===== config.mk =====
export PLATFORM = sky130hd
export DESIGN_NAME = capm_ctrl
export DESIGN_NICKNAME = d
export VERILOG_FILES = /design/src/rtl/capm_pkg.sv /design/src/rtl/capm_ctrl.sv
export SDC_FILE = /design/constraint.sdc
export NUM_CORES = 1
export LEC_CHECK = 0
export BUFFER_PORTS_ARGS = -buffer_cell sky130_fd_sc_hd__clkbuf_2
export CAP_MARGIN = 20
export CORE_MARGIN = 10
export CORE_UTILIZATION = 50
export DETAILED_ROUTE_END_ITERATION = 8
export PLACE_DENSITY = 0.74
export SETUP_SLACK_MARGIN = 0.4
export SLEW_MARGIN = 20
export SYNTH_ARGS = -nofsm -noshare
export SYNTH_HDL_FRONTEND = slang
export SYNTH_SLANG_ARGS = --single-unit
export TNS_END_PERCENT = 1

===== constraint.sdc =====
create_clock -name clk -period 3.1 [get_ports clk]
set_clock_uncertainty 0.2 [all_clocks]
set_input_delay 0.775 -clock clk [delete_from_list [all_inputs] [get_ports clk]]
set_output_delay 0.775 -clock clk [all_outputs]
set_load 0.03 [all_outputs]

===== src/rtl/capm_pkg.sv =====
// Shared constants, command and status types, and helper functions for the attitude controller.
package capm_pkg;

	localparam int unsigned MOTOR_MIN = 1000;
	localparam int unsigned MOTOR_MAX = 2000;

	localparam logic [10:0] CUT_THROTTLE = 11'd1050;
	localparam logic signed [31:0] TILT_LIMIT = 32'sd4259840;
	localparam logic [13:0] DIV_SCALE = 14'd15625;
	localparam logic signed [39:0] INT40_MAX = 40'sh7F_FFFF_FFFF;
	localparam logic [47:0] SUM_LIMIT = 48'h8000_0000_0000;

	localparam logic signed [34:0] MOTOR_LO = 35'(MOTOR_MIN * 65536);
	localparam logic signed [34:0] MOTOR_HI = 35'(MOTOR_MAX * 65536);
	localparam logic [11:0] MOTOR_CUT = 12'(MOTOR_MIN);

	localparam int unsigned DIV_ITER = 33;

	localparam logic [2:0] REG_ANGLE_GAIN = 3'd0;
	localparam logic [2:0] REG_RATE_GAIN  = 3'd1;
	localparam logic [2:0] REG_RATE_TI    = 3'd2;
	localparam logic [2:0] REG_RATE_TD    = 3'd3;
	localparam logic [2:0] REG_YAW_GAIN   = 3'd4;
	localparam logic [2:0] REG_YAW_TD     = 3'd5;
	localparam logic [2:0] REG_INT_LIMIT  = 3'd6;
	localparam logic [2:0] REG_OUT_LIMIT  = 3'd7;

	localparam logic [3:0] OP_NONE      = 4'd0;
	localparam logic [3:0] OP_MUL_TI    = 4'd1;
	localparam logic [3:0] OP_SAVE_DINT = 4'd2;
	localparam logic [3:0] OP_DIFF      = 4'd3;
	localparam logic [3:0] OP_ERR       = 4'd4;
	localparam logic [3:0] OP_INTEG     = 4'd5;
	localparam logic [3:0] OP_MUL_IP    = 4'd6;
	localparam logic [3:0] OP_DIV_I     = 4'd7;
	localparam logic [3:0] OP_ACC       = 4'd8;
	localparam logic [3:0] OP_MUL_DT    = 4'd9;
	localparam logic [3:0] OP_MUL_K     = 4'd10;
	localparam logic [3:0] OP_DIV_D     = 4'd11;
	localparam logic [3:0] OP_MUL_G     = 4'd12;
	localparam logic [3:0] OP_FIN       = 4'd13;
	localparam logic [3:0] OP_MIX       = 4'd14;

	localparam logic [1:0] AXIS_ROLL  = 2'd0;
	localparam logic [1:0] AXIS_PITCH = 2'd1;
	localparam logic [1:0] AXIS_YAW   = 2'd2;

	typedef struct packed {
		logic [3:0] op;
		logic [1:0] axis;
	} capm_cmd_t;

	typedef struct packed {
		logic mul_busy;
		logic div_busy;
		logic out_free;
	} capm_sts_t;

	function automatic logic signed [31:0] sat32(input logic signed [63:0] v);
		logic signed [31:0] r;
		if (v > 64'sd2147483647) r = 32'sh7FFF_FFFF;
		else if (v < -64'sd2147483648) r = 32'sh8000_0000;
		else r = v[31:0];
		return r;
	endfunction

	function automatic logic [11:0] motor_clamp(input logic signed [34:0] v);
		logic signed [34:0] c;
		c = v;
		if (v < MOTOR_LO) c = MOTOR_LO;
		else if (v > MOTOR_HI) c = MOTOR_HI;
		return c[27:16];
	endfunction

endpackage


===== src/rtl/capm_ctrl.sv =====
// Controller: sequences the per-tick operations of the datapath and holds the input handshake.
module capm_ctrl (
	input  logic                 clk,
	input  logic                 arst_n,
	input  logic                 in_take,
	output logic                 in_ready,
	output capm_pkg::capm_cmd_t  cmd,
	input  capm_pkg::capm_sts_t  sts
);
	import capm_pkg::*;

	localparam logic [1:0] ST_IDLE = 2'd0;
	localparam logic [1:0] ST_RUN  = 2'd1;
	localparam logic [1:0] ST_WAIT = 2'd2;
	localparam logic [1:0] ST_MIX  = 2'd3;

	localparam logic [5:0] PC_ROLL  = 6'd2;
	localparam logic [5:0] PC_PITCH = 6'd14;
	localparam logic [5:0] PC_YAW   = 6'd26;
	localparam logic [5:0] PC_LAST  = 6'd33;

	logic [1:0] state_q;
	logic [5:0] pc_q;
	logic [3:0] slot;
	capm_cmd_t  prog;
	logic       units_idle;

	assign units_idle = !sts.mul_busy && !sts.div_busy;

	always_comb begin
		prog.op   = OP_NONE;
		prog.axis = AXIS_ROLL;
		slot      = 4'd0;
		if (pc_q == 6'd0) begin
			prog.op = OP_MUL_TI;
		end else if (pc_q < PC_ROLL) begin
			prog.op = OP_SAVE_DINT;
		end else if (pc_q < PC_YAW) begin
			prog.axis = (pc_q < PC_PITCH) ? AXIS_ROLL : AXIS_PITCH;
			slot      = (pc_q < PC_PITCH) ? 4'(pc_q - PC_ROLL) : 4'(pc_q - PC_PITCH);
			case (slot)
				4'd0:    prog.op = OP_DIFF;
				4'd1:    prog.op = OP_ERR;
				4'd2:    prog.op = OP_INTEG;
				4'd3:    prog.op = OP_MUL_IP;
				4'd4:    prog.op = OP_DIV_I;
				4'd5:    prog.op = OP_ACC;
				4'd6:    prog.op = OP_MUL_DT;
				4'd7:    prog.op = OP_MUL_K;
				4'd8:    prog.op = OP_DIV_D;
				4'd9:    prog.op = OP_ACC;
				4'd10:   prog.op = OP_MUL_G;
				4'd11:   prog.op = OP_FIN;
				default: prog.op = OP_NONE;
			endcase
		end else begin
			prog.axis = AXIS_YAW;
			slot      = 4'(pc_q - PC_YAW);
			case (slot)
				4'd0:    prog.op = OP_ERR;
				4'd1:    prog.op = OP_INTEG;
				4'd2:    prog.op = OP_MUL_DT;
				4'd3:    prog.op = OP_MUL_K;
				4'd4:    prog.op = OP_DIV_D;
				4'd5:    prog.op = OP_ACC;
				4'd6:    prog.op = OP_MUL_G;
				4'd7:    prog.op = OP_FIN;
				default: prog.op = OP_NONE;
			endcase
		end
	end

	always_comb begin
		cmd.op   = OP_NONE;
		cmd.axis = AXIS_ROLL;
		case (state_q)
			ST_RUN: cmd = prog;
			ST_MIX: begin
				if (sts.out_free) cmd.op = OP_MIX;
			end
			default: begin
			end
		endcase
	end

	always_ff @(posedge clk or negedge arst_n) begin
		if (!arst_n) begin
			state_q <= ST_IDLE;
			pc_q    <= 6'd0;
		end else begin
			case (state_q)
				ST_IDLE: begin
					if (in_take) begin
						state_q <= ST_RUN;
						pc_q    <= 6'd0;
					end
				end
				ST_RUN: state_q <= ST_WAIT;
				ST_WAIT: begin
					if (units_idle) begin
						if (pc_q == PC_LAST) begin
							state_q <= ST_MIX;
						end else begin
							pc_q    <= pc_q + 6'd1;
							state_q <= ST_RUN;
						end
					end
				end
				ST_MIX: begin
					if (sts.out_free) state_q <= ST_IDLE;
				end
				default: state_q <= ST_IDLE;
			endcase
		end
	end

	assign in_ready = (state_q == ST_IDLE);

`ifndef SYNTHESIS
	a_units_exclusive: assert property (@(posedge clk) disable iff (!arst_n)
		!(sts.mul_busy && sts.div_busy))
		else $error("Multiplier and divider busy at the same time.");

	a_take_units_idle: assert property (@(posedge clk) disable iff (!arst_n)
		in_take |-> units_idle)
		else $error("Item taken while an arithmetic unit is busy.");

	a_mix_out_free: assert property (@(posedge clk) disable iff (!arst_n)
		(cmd.op == OP_MIX) |-> sts.out_free)
		else $error("Result written while the previous result is still held.");

	a_take_starts: assert property (@(posedge clk) disable iff (!arst_n)
		in_take |=> (state_q == ST_RUN && pc_q == 6'd0))
		else $error("Sequence did not start at the first step after an item was taken.");
`endif
endmodule


==> metrics.md <==
| Metric | Value |
|---|---|
| Final Critical Period | 3630 ps |
| Peak Freq | 276 MHz |
| RSZ-0062 raised after global routing | yes |
| Via density | 5.55 |
| Number of port buffers | 12 |
| Endpoint class of the critical path | primary output |
| Synth Area in Compound Gates | 21.7% |
| Core area | 1750 um2 |
| Pin count of the biggest net entering global routing | 15 |
| CTS tree | built |
| Io pins | 13 |
| Pre-antenna DRT Iters | 4 |
| Synth top area cells | dfrtp_1, ha_1, nor2_1, mux2i_1, a21oi_1 |
| Initial Utilization | 53.0% |
| Max-slew violations | 0 |
| Reg clk slew, reported paths | 50 ps |
| Final net count | 163 |
| Ant. Diodes | 0 |
| Yosys cell types | 37 |
| HP Class | in2async |
| Worst r2r src | pc_q[1] |
| Reg2reg end | pc_q[5] |
| Antenna violations before repair | 0 |
| Simple-gate share of the synthesized area | 26.0% |
| Die Span X | 63.0 um |
| Routed Antenna Nets | 0 |
| Mapped Cells | 119 |
| CP Class | reg2out |
| Largest family of logic cells by synthesized area | simple AND/OR/NAND/NOR gates |
| Static leakage | 0.566 nW |
| Cells on worst reg2reg path | 9 |
| Fraction of the mapped netlist area in adder cells | 15.7% |
| Post-synthesis mux area share | 5.55% |
| R2R setup slack | 510 ps |
| Setup violators final | 4 |
| H-tree Lvls | 1 |
| Sequential share of the synthesized area | 21.7% |
| Layout cell share with drive strength beyond 1 | 29.9% |
| Syn_nets | 136 |
| GPL Wtd Cong | 0.880 |
| GRT Overall Usage | 12.5% |
| First-pass GRT wire length | 4270 um |
| DRT Wirelength | 2410 um |
| Worst-Skew Late Latency | 250 ps |
| Hold_ws | 162 ps |
| YS warnings | 0 |
| Max-cap violation count | 0 |
| Cell Area, Placed | 1120 um2 |
| Period utilization | 117% |
| Worst setup SP type | flop |
| Max IR drop VDD | 660 uV |
| Final hold vios | 0 |
| Total gr overflow | 0 |
| Die height | 63.0 um |
| Final Cell Area | 1220 um2 |
| Slew margin rel. | 69.4% |
| DR iter-0 viols | 41 |
| Final worst setup slack | -530 ps |
| Syn Std Cell Area | 925 um2 |
| Inst Count DP | 164 |
| Rows | 15 |
| Hold buffer count at cts | 0 |
| Syn avg cell area | 7.77 um2 |
| Outcome | finished with violations |
| Max FO, Critical Path | 4 |
| Max Root-Sink Buffers | 2 |
| Num CTS Buffers | 3 |
| Post-synth top area share | 21.7% |
| Wirelength per Cell | 14.2 um |
| Cell Pwr Density | 947 nW/um2 |
| Layout area overhead | 32.2% |
| Final HPWL DP | 1910 um |
| Failing checks | setup timing |
| Sink Count | 8 |
| Yosys reg bits | 8 |
| Vias in the first global route | 972 |
| Pwr Total | 1.16 mW |
| Arr. time, crit path | 2650 ps |
| Largest area contributor in the netlist | dfrtp_1 |
| DRC errors left | 0 |
| Worst-margin pin slew | 460 ps |
| Die ar. | 3970 um2 |
| Post-route insts no fill | 169 |
| Xor and xnor fraction of the mapped netlist area | 2.84% |
| CP Data Required Time | 2120 ps |
| Clock root cell | clkbuf_4 |
| DR vias | 938 |
[flip-flops by register name, indices dropped and copies added, names as in the netlist]
register	cells
pc_q	6
state_q	2
[metrics by stage]
step                      utilization [%]  worst slack, ps  setup TNS [ps]
after CTS                            69.1             -497           -1720
after global placement               64.3             -286            -731
after floorplan                         -             -431           -1080
after global routing                 70.0             -653           -2280
after detailed placement             64.3             -389           -1070
final                                70.0             -530           -1770
[cells in the final DEF (no fill, tap or decap), types with 3 or more instances in the layout]
cell and instances:
nand2b_1 3, nand2_1 8, buf_4 18, inv_1 8
nor3_1 5, o21ai_1 7, clkbuf_2 6, o21ai_0 5
ha_1 10, nor2_1 12, mux2i_1 4, dfrtp_1 8
and2_1 3, clkbuf_4 3, a21oi_1 4, a31oi_1 3
[power breakdown]
part	switching (mW)	internal (mW)	total [mW]
registers	0.0484	0.136	0.185
logic	0.498	0.400	0.897
clock network	0.0322	0.0441	0.0763
[cell usage after synthesis]
master      n
a2111oi_2   1
a21boi_1    2
a21o_1      1
a21oi_1     6
a311oi_1    1
a31oi_1     3
and2_1      3
and3_1      2
buf_2       4
buf_4       1
clkbuf_1    1
dfrtp_1     8
fa_1        1
ha_1       10
inv_1       8
mux2_2      1
mux2i_1     4
nand2_1     8
nand2b_1    3
nand3_1     2
nand4_1     2
nand4b_1    1
nor2_1     13
nor3_1      6
nor3b_1     1
nor4_1      1
o211ai_1    1
o21ai_0     6
o21ai_1     6
o311a_1     1
o31ai_1     2
o31ai_2     1
or2_0       2
or2_4       1
or4_1       2
xnor2_1     2
xor2_1      1
[worst max path at each step]
stage                        from      to  slack (ps)  depth (start not counted)
after floorplan           pc_q[3]  cmd[2]        -430                          9
after global placement    pc_q[3]  cmd[2]        -290                          9
after detailed placement  pc_q[3]  cmd[2]        -390                          9
after CTS                 pc_q[1]  cmd[2]        -500                          9
after global routing      pc_q[3]  cmd[2]        -650                          9
final                     pc_q[3]  cmd[2]        -530                          9
[worst max-delay path: stages (launching register included)]
cell and delay (ps):
dfrtp_1 380, a311oi_2 310, inv_1 120, fa_2 380, nor3b_1 170, mux2_4 280
nor2_4 90, o211ai_1 140, a2111oi_4 330, clkbuf_8 220
[layer usage]
layer | routed length, um | up-vias | GRT usage [%]
met5 | 0 | - | 0
met4 | 22 | 0 | 3.63
met3 | 73 | 2 | 2.69
met2 | 1290 | 14 | 22.6
met1 | 1020 | 450 | 14.1
li1 | - | 472 | -
[final cells by class]
type / count / area (um2)
repair buffers: 28 / 215
inverters: 8 / 30.0
fillers: 155 / 523
flip-flops and latches: 8 / 200
multi-input cells: 97 / 723
well taps: 25 / 31.3
clock buffers: 3 / 22.5
[kinds of logic (layout without fill, tap and decap cells)]
| group | count (synthesis) | in the layout |
|---|---|---|
| adder cells (fa/ha/maj) | 11 | 11 |
| flip-flops | 8 | 8 |
| AO/OA/AOI/OAI | 31 | 31 |
| buffers and inverters | 14 | 39 |
| XOR/XNOR | 3 | 3 |
| AND/OR/NAND/NOR | 47 | 47 |
| multiplexers | 5 | 5 |
[repair_timing]
action	4_1_cts	5_1_grt
setup endpoints to repair	7	7
resized for setup	13	8
setup buffers	2	0
pin swaps	4	2
Note: power is estimated with default switching activity, not from simulation.
